<file path="config.mk">
export PLATFORM = sky130hd
export DESIGN_NAME = sclc_update
export DESIGN_NICKNAME = d
export VERILOG_FILES = /design/src/hdl/sclc_pkg.sv /design/src/hdl/sclc_update.sv
export SDC_FILE = /design/constraint.sdc
export NUM_CORES = 1
export LEC_CHECK = 0
export BUFFER_PORTS_ARGS = -buffer_cell sky130_fd_sc_hd__buf_2
export CAP_MARGIN = 15
export CORE_MARGIN = 2
export CORE_UTILIZATION = 40
export DETAILED_ROUTE_END_ITERATION = 7
export PLACE_DENSITY = 0.66
export SLEW_MARGIN = 10
export SYNTH_ARGS = -nofsm -noshare
export SYNTH_HDL_FRONTEND = slang
export SYNTH_SLANG_ARGS = --single-unit
export TNS_END_PERCENT = 20
</file>
<file path="constraint.sdc">
create_clock -name vclk -period 12.9
set_input_delay 0.645 -clock vclk [all_inputs]
set_output_delay 0.645 -clock vclk [all_outputs]
set_load 0.03 [all_outputs]
</file>
<file path="src/hdl/sclc_pkg.sv">
`timescale 1ns / 1ps
// ----------------------------------------------------------------------------
// sclc_pkg
// Shared types and constants for the snooping cache LRU controller.
// ----------------------------------------------------------------------------
package sclc_pkg;

   localparam int NumSets   = 64;
   localparam int MaxWays   = 4;
   localparam int TagBits   = 20;
   localparam int SetBits   = $clog2(NumSets);
   localparam int WayBits   = $clog2(MaxWays);
   localparam int RankBits  = 2;
   localparam int LatBits   = 14;
   localparam logic [LatBits-1:0] LatMax = '1;
   localparam logic [7:0] MemCycles = 8'd100;

   localparam logic [1:0] OP_READ  = 2'd0;
   localparam logic [1:0] OP_WRITE = 2'd1;
   localparam logic [1:0] OP_QUERY = 2'd2;
   localparam logic [1:0] OP_SET   = 2'd3;

   localparam logic [2:0] ST_I  = 3'd0;
   localparam logic [2:0] ST_S  = 3'd1;
   localparam logic [2:0] ST_E  = 3'd2;
   localparam logic [2:0] ST_M  = 3'd3;
   localparam logic [2:0] ST_MD = 3'd4;

   localparam logic [1:0] CSR_MODE  = 2'd0;
   localparam logic [1:0] CSR_WAYS  = 2'd1;
   localparam logic [1:0] CSR_WORDS = 2'd2;

   typedef struct packed {
      logic                valid;
      logic [TagBits-1:0]  tag;
      logic [2:0]          state;
      logic [RankBits-1:0] rank;
   } line_type;

   typedef line_type [MaxWays-1:0] set_row_type;

   typedef struct packed {
      logic [1:0]         op;
      logic [TagBits-1:0] tag;
      logic               other;
      logic [3:0]         sharers;
      logic [2:0]         want;
   } req_type;

   typedef struct packed {
      logic [LatBits-1:0] latency;
      logic               hit;
      logic [2:0]         line_state;
      logic               wrote_back;
      logic               shared_access;
      logic [4:0]         data_traffic;
      logic [3:0]         updates_sent;
   } rsp_type;

endpackage

</file>
<file path="src/hdl/sclc_update.sv">
`timescale 1ns / 1ps
// ----------------------------------------------------------------------------
// sclc_update
// Per-set access logic: tag match, coherence transition, LRU update,
// victim choice and cost figures.
// ----------------------------------------------------------------------------
module sclc_update
   import sclc_pkg::*;
(
   input  req_type     req,
   input  set_row_type row_in,
   input  logic        dragon,
   input  logic [2:0]  ways_cfg,
   input  logic [8:0]  words,
   output set_row_type row_out,
   output rsp_type     rsp
);

   always_comb begin
      set_row_type       r;
      logic              found;
      logic [WayBits-1:0] fw;
      logic [2:0]        cur, st, ways;
      logic              is_write, hit, wb, shared;
      logic [RankBits-1:0] rk;
      logic [2:0]        count;
      logic              vfound;
      logic [WayBits-1:0] vw;
      logic [RankBits-1:0] best;
      logic              ins;
      logic [9:0]        xfer;
      logic [15:0]       lat;
      logic [4:0]        traffic;
      logic [3:0]        upd;
      logic [13:0]       uxfer;

      r = row_in;
      found = 1'b0;
      fw = '0;
      rk = '0;
      hit = 1'b0; wb = 1'b0; shared = 1'b0; st = ST_I;
      lat = '0; traffic = '0; upd = '0;
      is_write = (req.op == OP_WRITE);
      xfer = {words, 1'b0};
      uxfer = 14'(req.sharers) * 14'(xfer);
      ways = ways_cfg;
      if (ways == 3'd0) ways = 3'd1;
      if (ways > 3'(MaxWays)) ways = 3'(MaxWays);
      count = '0; vfound = 1'b0; vw = '0; best = '0; ins = 1'b0;

      for (int w = MaxWays - 1; w >= 0; w--) begin
         if (r[w].valid && r[w].tag == req.tag) begin
            found = 1'b1;
            fw = WayBits'(w);
         end
      end
      cur = r[fw].state;

      if (req.op == OP_QUERY || req.op == OP_SET) begin
         if (found) begin
            if (req.op == OP_SET && req.want <= ST_MD) r[fw].state = req.want;
            hit = 1'b1;
            st = r[fw].state;
         end
      end else if (found && cur != ST_I) begin
         hit = 1'b1;
         lat = 16'd1;
         st = cur;
         if (!is_write) begin
            shared = dragon ? (cur == ST_S || cur == ST_M) : (cur == ST_S);
         end else if (!dragon) begin
            if (cur == ST_E) st = ST_M;
            else if (cur == ST_S) begin
               shared = 1'b1; st = ST_M; upd = req.sharers;
               lat = lat + 16'({req.sharers, 1'b0});
            end
         end else begin
            if (cur == ST_E) st = ST_MD;
            else if (cur == ST_S || cur == ST_M) begin
               if (!req.other) st = ST_MD;
               else begin
                  shared = 1'b1; st = ST_M; upd = req.sharers;
                  traffic = 5'(req.sharers);
                  lat = lat + 16'(uxfer);
               end
            end
         end
         r[fw].state = st;
         rk = r[fw].rank;
         for (int w = 0; w < MaxWays; w++) begin
            if (r[w].valid && r[w].rank < rk) r[w].rank = r[w].rank + 1'b1;
         end
         r[fw].rank = '0;
      end else begin
         lat = is_write ? 16'd1 : 16'd0;
         if (found) begin
            rk = r[fw].rank;
            r[fw].valid = 1'b0;
            for (int w = 0; w < MaxWays; w++) begin
               if (r[w].valid && r[w].rank > rk) r[w].rank = r[w].rank - 1'b1;
            end
         end
         for (int w = 0; w < MaxWays; w++) count = count + 3'(r[w].valid);
         if (count >= ways) begin
            for (int w = 0; w < MaxWays; w++) begin
               if (r[w].valid && (!vfound || r[w].rank > best)) begin
                  vfound = 1'b1; vw = WayBits'(w); best = r[w].rank;
               end
            end
            if (vfound) begin
               if (r[vw].state == ST_M || r[vw].state == ST_MD) begin
                  wb = 1'b1; lat = lat + 16'(MemCycles); traffic = traffic + 5'd1;
               end
               r[vw].valid = 1'b0;
               for (int w = 0; w < MaxWays; w++) begin
                  if (r[w].valid && r[w].rank > best) r[w].rank = r[w].rank - 1'b1;
               end
            end
         end
         traffic = traffic + 5'd1;
         if (!req.other) begin
            lat = lat + 16'(MemCycles);
            st = is_write ? (dragon ? ST_MD : ST_M) : ST_E;
         end else begin
            shared = 1'b1;
            lat = lat + 16'(xfer);
            if (!is_write) st = ST_S;
            else begin
               st = ST_M;
               upd = req.sharers;
               if (dragon) begin
                  traffic = traffic + 5'(req.sharers);
                  lat = lat + 16'(uxfer);
               end else begin
                  lat = lat + 16'({req.sharers, 1'b0});
               end
            end
         end
         for (int w = 0; w < MaxWays; w++) begin
            if (!ins && !r[w].valid) begin
               ins = 1'b1;
               for (int v = 0; v < MaxWays; v++) begin
                  if (r[v].valid && r[v].rank != '1) r[v].rank = r[v].rank + 1'b1;
               end
               r[w].valid = 1'b1;
               r[w].tag = req.tag;
               r[w].state = st;
               r[w].rank = '0;
            end
         end
      end

      row_out = r;
      rsp.latency = (lat > 16'(LatMax)) ? LatMax : lat[LatBits-1:0];
      rsp.hit = hit;
      rsp.line_state = st;
      rsp.wrote_back = wb;
      rsp.shared_access = shared;
      rsp.data_traffic = traffic;
      rsp.updates_sent = upd;
   end

endmodule

</file>
==> flow_summary.yaml <==
yosys:
  syn-num-nets: 1426
  yosys_warnings: 0
  syn_area_um2: 8220
  synth_cell_type_count: 88
  netlist_instances: 1188
  ys_seq_area_share_pct: 0
  avgSynthCellArea_um2: 6.92
sta:
  max_freq_mhz: 80.8
  holdWs_ps: 1660
  tightest_slew_ps: 1270
  timing.final.crit_share_pct: 95.9
  final-max-slew-violation-count: 0
  tns_ps: 0
  setup_viol: 0
  hold_viol: 0
  period_needed_ps: 12370
  relSlewSlack_pct: 15.5
global_route:
  antenna_found_initial: 1
  grt_pass1_vias: 9073
  grtUsageMet3_pct: 4.29
  grt.met1_usage_pct: 46.1
  grt-ovfl-total: 0
  grt_first_pass_wirelength_um: 53300
  grt_util_all_layers_pct: 30.6
  grt_start_max_net_pins: 51
  busiest_layer: "met2"
  grtUsageMet2_pct: 46.8
cells_and_area:
  final_cell_mix: "buf_2, nand2_1, a21oi_1"
  area_growth_syn_to_layout_pct: 21.8
  drive_gt1_share_pct: 31.2
  regArea_um2: 0
  nets: 1674
  seq_cells: 0
  final_common_cell: "buf_2"
  n_clock_buffer: 0
floorplanning:
  die_height_um: 147
  dieArea_um2: 21700
  core_region_area_um2: 20200
  rows: 52
  die_x_um: 147
  io_pins: 280
  start_util_pct: 40.7
power_and_ir_drop:
  p_leak_nw: 4.71
  switchingPower_w: 0.000395
  power_w: 0.000638
  pwr-share-clk_pct: 0
  p_comb_share_pct: 100.0
  internal_power_w: 0.000243
  seq_power_share_pct: 0
  p_sw_share_pct: 61.9
  peakVddDrop_v: 0.0000363
  p_per_area_nw_per_um2: 63.8
detailed_routing:
  drc_errors: 0
  vias: 9987
  wl_um: 35200
  routedWlPerCell_um: 20.7
  ant_nets: 0
  dr.first_iter.drc_count: 907
  vias_per_cell: 5.86
  dr.pass1.iters: 7
worst_setup_path:
  arrival_ps: 11730
  cp_slowest_cell: "or4_4"
  cp_slowest_stage_delay_ps: 610
  start_kind: "input pin"
  cp_common_cell: "ha_1"
  crit_fanout: 8
  path_class: "in2out"
  cp_num_buf_inv: 4
  cp-end-kind: "output port"
  critPathLaunch: "req[24]"
  required_ps: 12260
  critPathTopFamily: "simple AND/OR/NAND/NOR gates"
job:
  max_cap_viol_count: 0
hold_path:
  hold_end: "row_out[67]"
  min-delay-start: "row_in[67]"
  hold_path.class: "in2out"
  min_path_cells: 4
run_status:
  outcome: "finished clean"
placement:
  routabilityCongestion: 1.03
  port_buffers: 280
  place_hpwl_um: 28700
cells in the mapped netlist, types with 8 or more instances:
| cell | count | area (um^2) |
|---|---|---|
| and2_1 | 27 | 169 |
| nand2_1 | 169 | 634 |
| xnor2_1 | 77 | 674 |
| xnor2_2 | 8 | 130 |
| nor2_1 | 71 | 267 |
| a21oi_1 | 81 | 405 |
| and3_1 | 8 | 50.1 |
| clkbuf_1 | 29 | 109 |
| o31ai_1 | 10 | 75.1 |
| o21ai_0 | 65 | 325 |
| o21a_1 | 9 | 67.6 |
| nor2b_1 | 18 | 113 |
| or3_1 | 8 | 50.1 |
| o22ai_1 | 10 | 62.6 |
| a31oi_1 | 15 | 93.8 |
| nand2b_1 | 11 | 68.8 |
| nor4_1 | 13 | 81.3 |
| fa_1 | 18 | 360 |
| nand3_1 | 45 | 225 |
| nand4_1 | 25 | 156 |
| mux2i_1 | 23 | 230 |
| nor3_1 | 25 | 125 |
| buf_2 | 23 | 115 |
| mux2_2 | 60 | 676 |
| buf_4 | 10 | 75.1 |
| o211ai_1 | 11 | 82.6 |
| inv_1 | 66 | 248 |
| ha_1 | 73 | 913 |
| xor2_1 | 35 | 307 |
| a21o_1 | 20 | 150 |
metrics by stage:
stage / cells / setup WS, ps / util (%) / cell area [um^2]
after global placement: 1696 / 496 / 48.6 / 9800
final: 1705 / 526 / 49.6 / 10000
after global routing: 1705 / -48.2 / 49.6 / 10000
after CTS: 1696 / 130 / 48.6 / 9800
after floorplan: 1188 / 744 / - / 8220
after detailed placement: 1696 / 182 / 48.6 / 9800
tightest hold or removal path, delay by kind of cell:
| kind | cells | cell delay, ps |
|---|---|---|
| buf+inv | 2 | 280 |
| simple gates | 2 | 90 |
per-layer routing:
layer | routed length, um | vias to the layer above | share of wire [%]
met5 | 0 | - | 0
li1 | - | 4747 | -
met3 | 3220 | 60 | 9.1
met2 | 15400 | 498 | 44
met1 | 15900 | 4682 | 45
met4 | 700 | 0 | 2.0
power by group through the flow:
stage,registers (W),clock network [W],logic [W]
finish,0,0.0000000000104,0.000638
global route,0,0.0000000000104,0.000697
CTS,0,0,0.000625
detailed placement,0,0,0.000622
global placement,0,0,0.000616
floorplan,0,0,0.000454
worst max path at each step:
stage / end / cells past startpoint
final: row_out[79] / 53
after global routing: row_out[79] / 53
after CTS: row_out[79] / 53
after detailed placement: row_out[79] / 53
after global placement: row_out[79] / 53
after floorplan: row_out[79] / 51
logic make-up after synthesis:
kind of cell	after synthesis	synth area share, %
and+or+nand+nor	450	26.9
AOI/OAI and AO/OA	297	24.1
buffers and inverters	136	7.39
xor gates and xnor gates	120	13.5
adders and majority gates	93	15.7
muxes	92	12.4
layout make-up:
cell class	count	area, um^2
Fill cell	2126	10200
Multi-Input combinational cell	1053	7760
Timing Repair Buffer	313	1650
Tap cell	270	338
Inverter	68	255
Antenna cell	1	2.50
repair_timing:
item / in CTS / in global routing
setup endpoints to repair: 0 / 19
gates resized for setup: 0 / 26
setup buffers: 0 / 7
hold buffers: 0 / 0
Power figures use the tool's default switching activity.
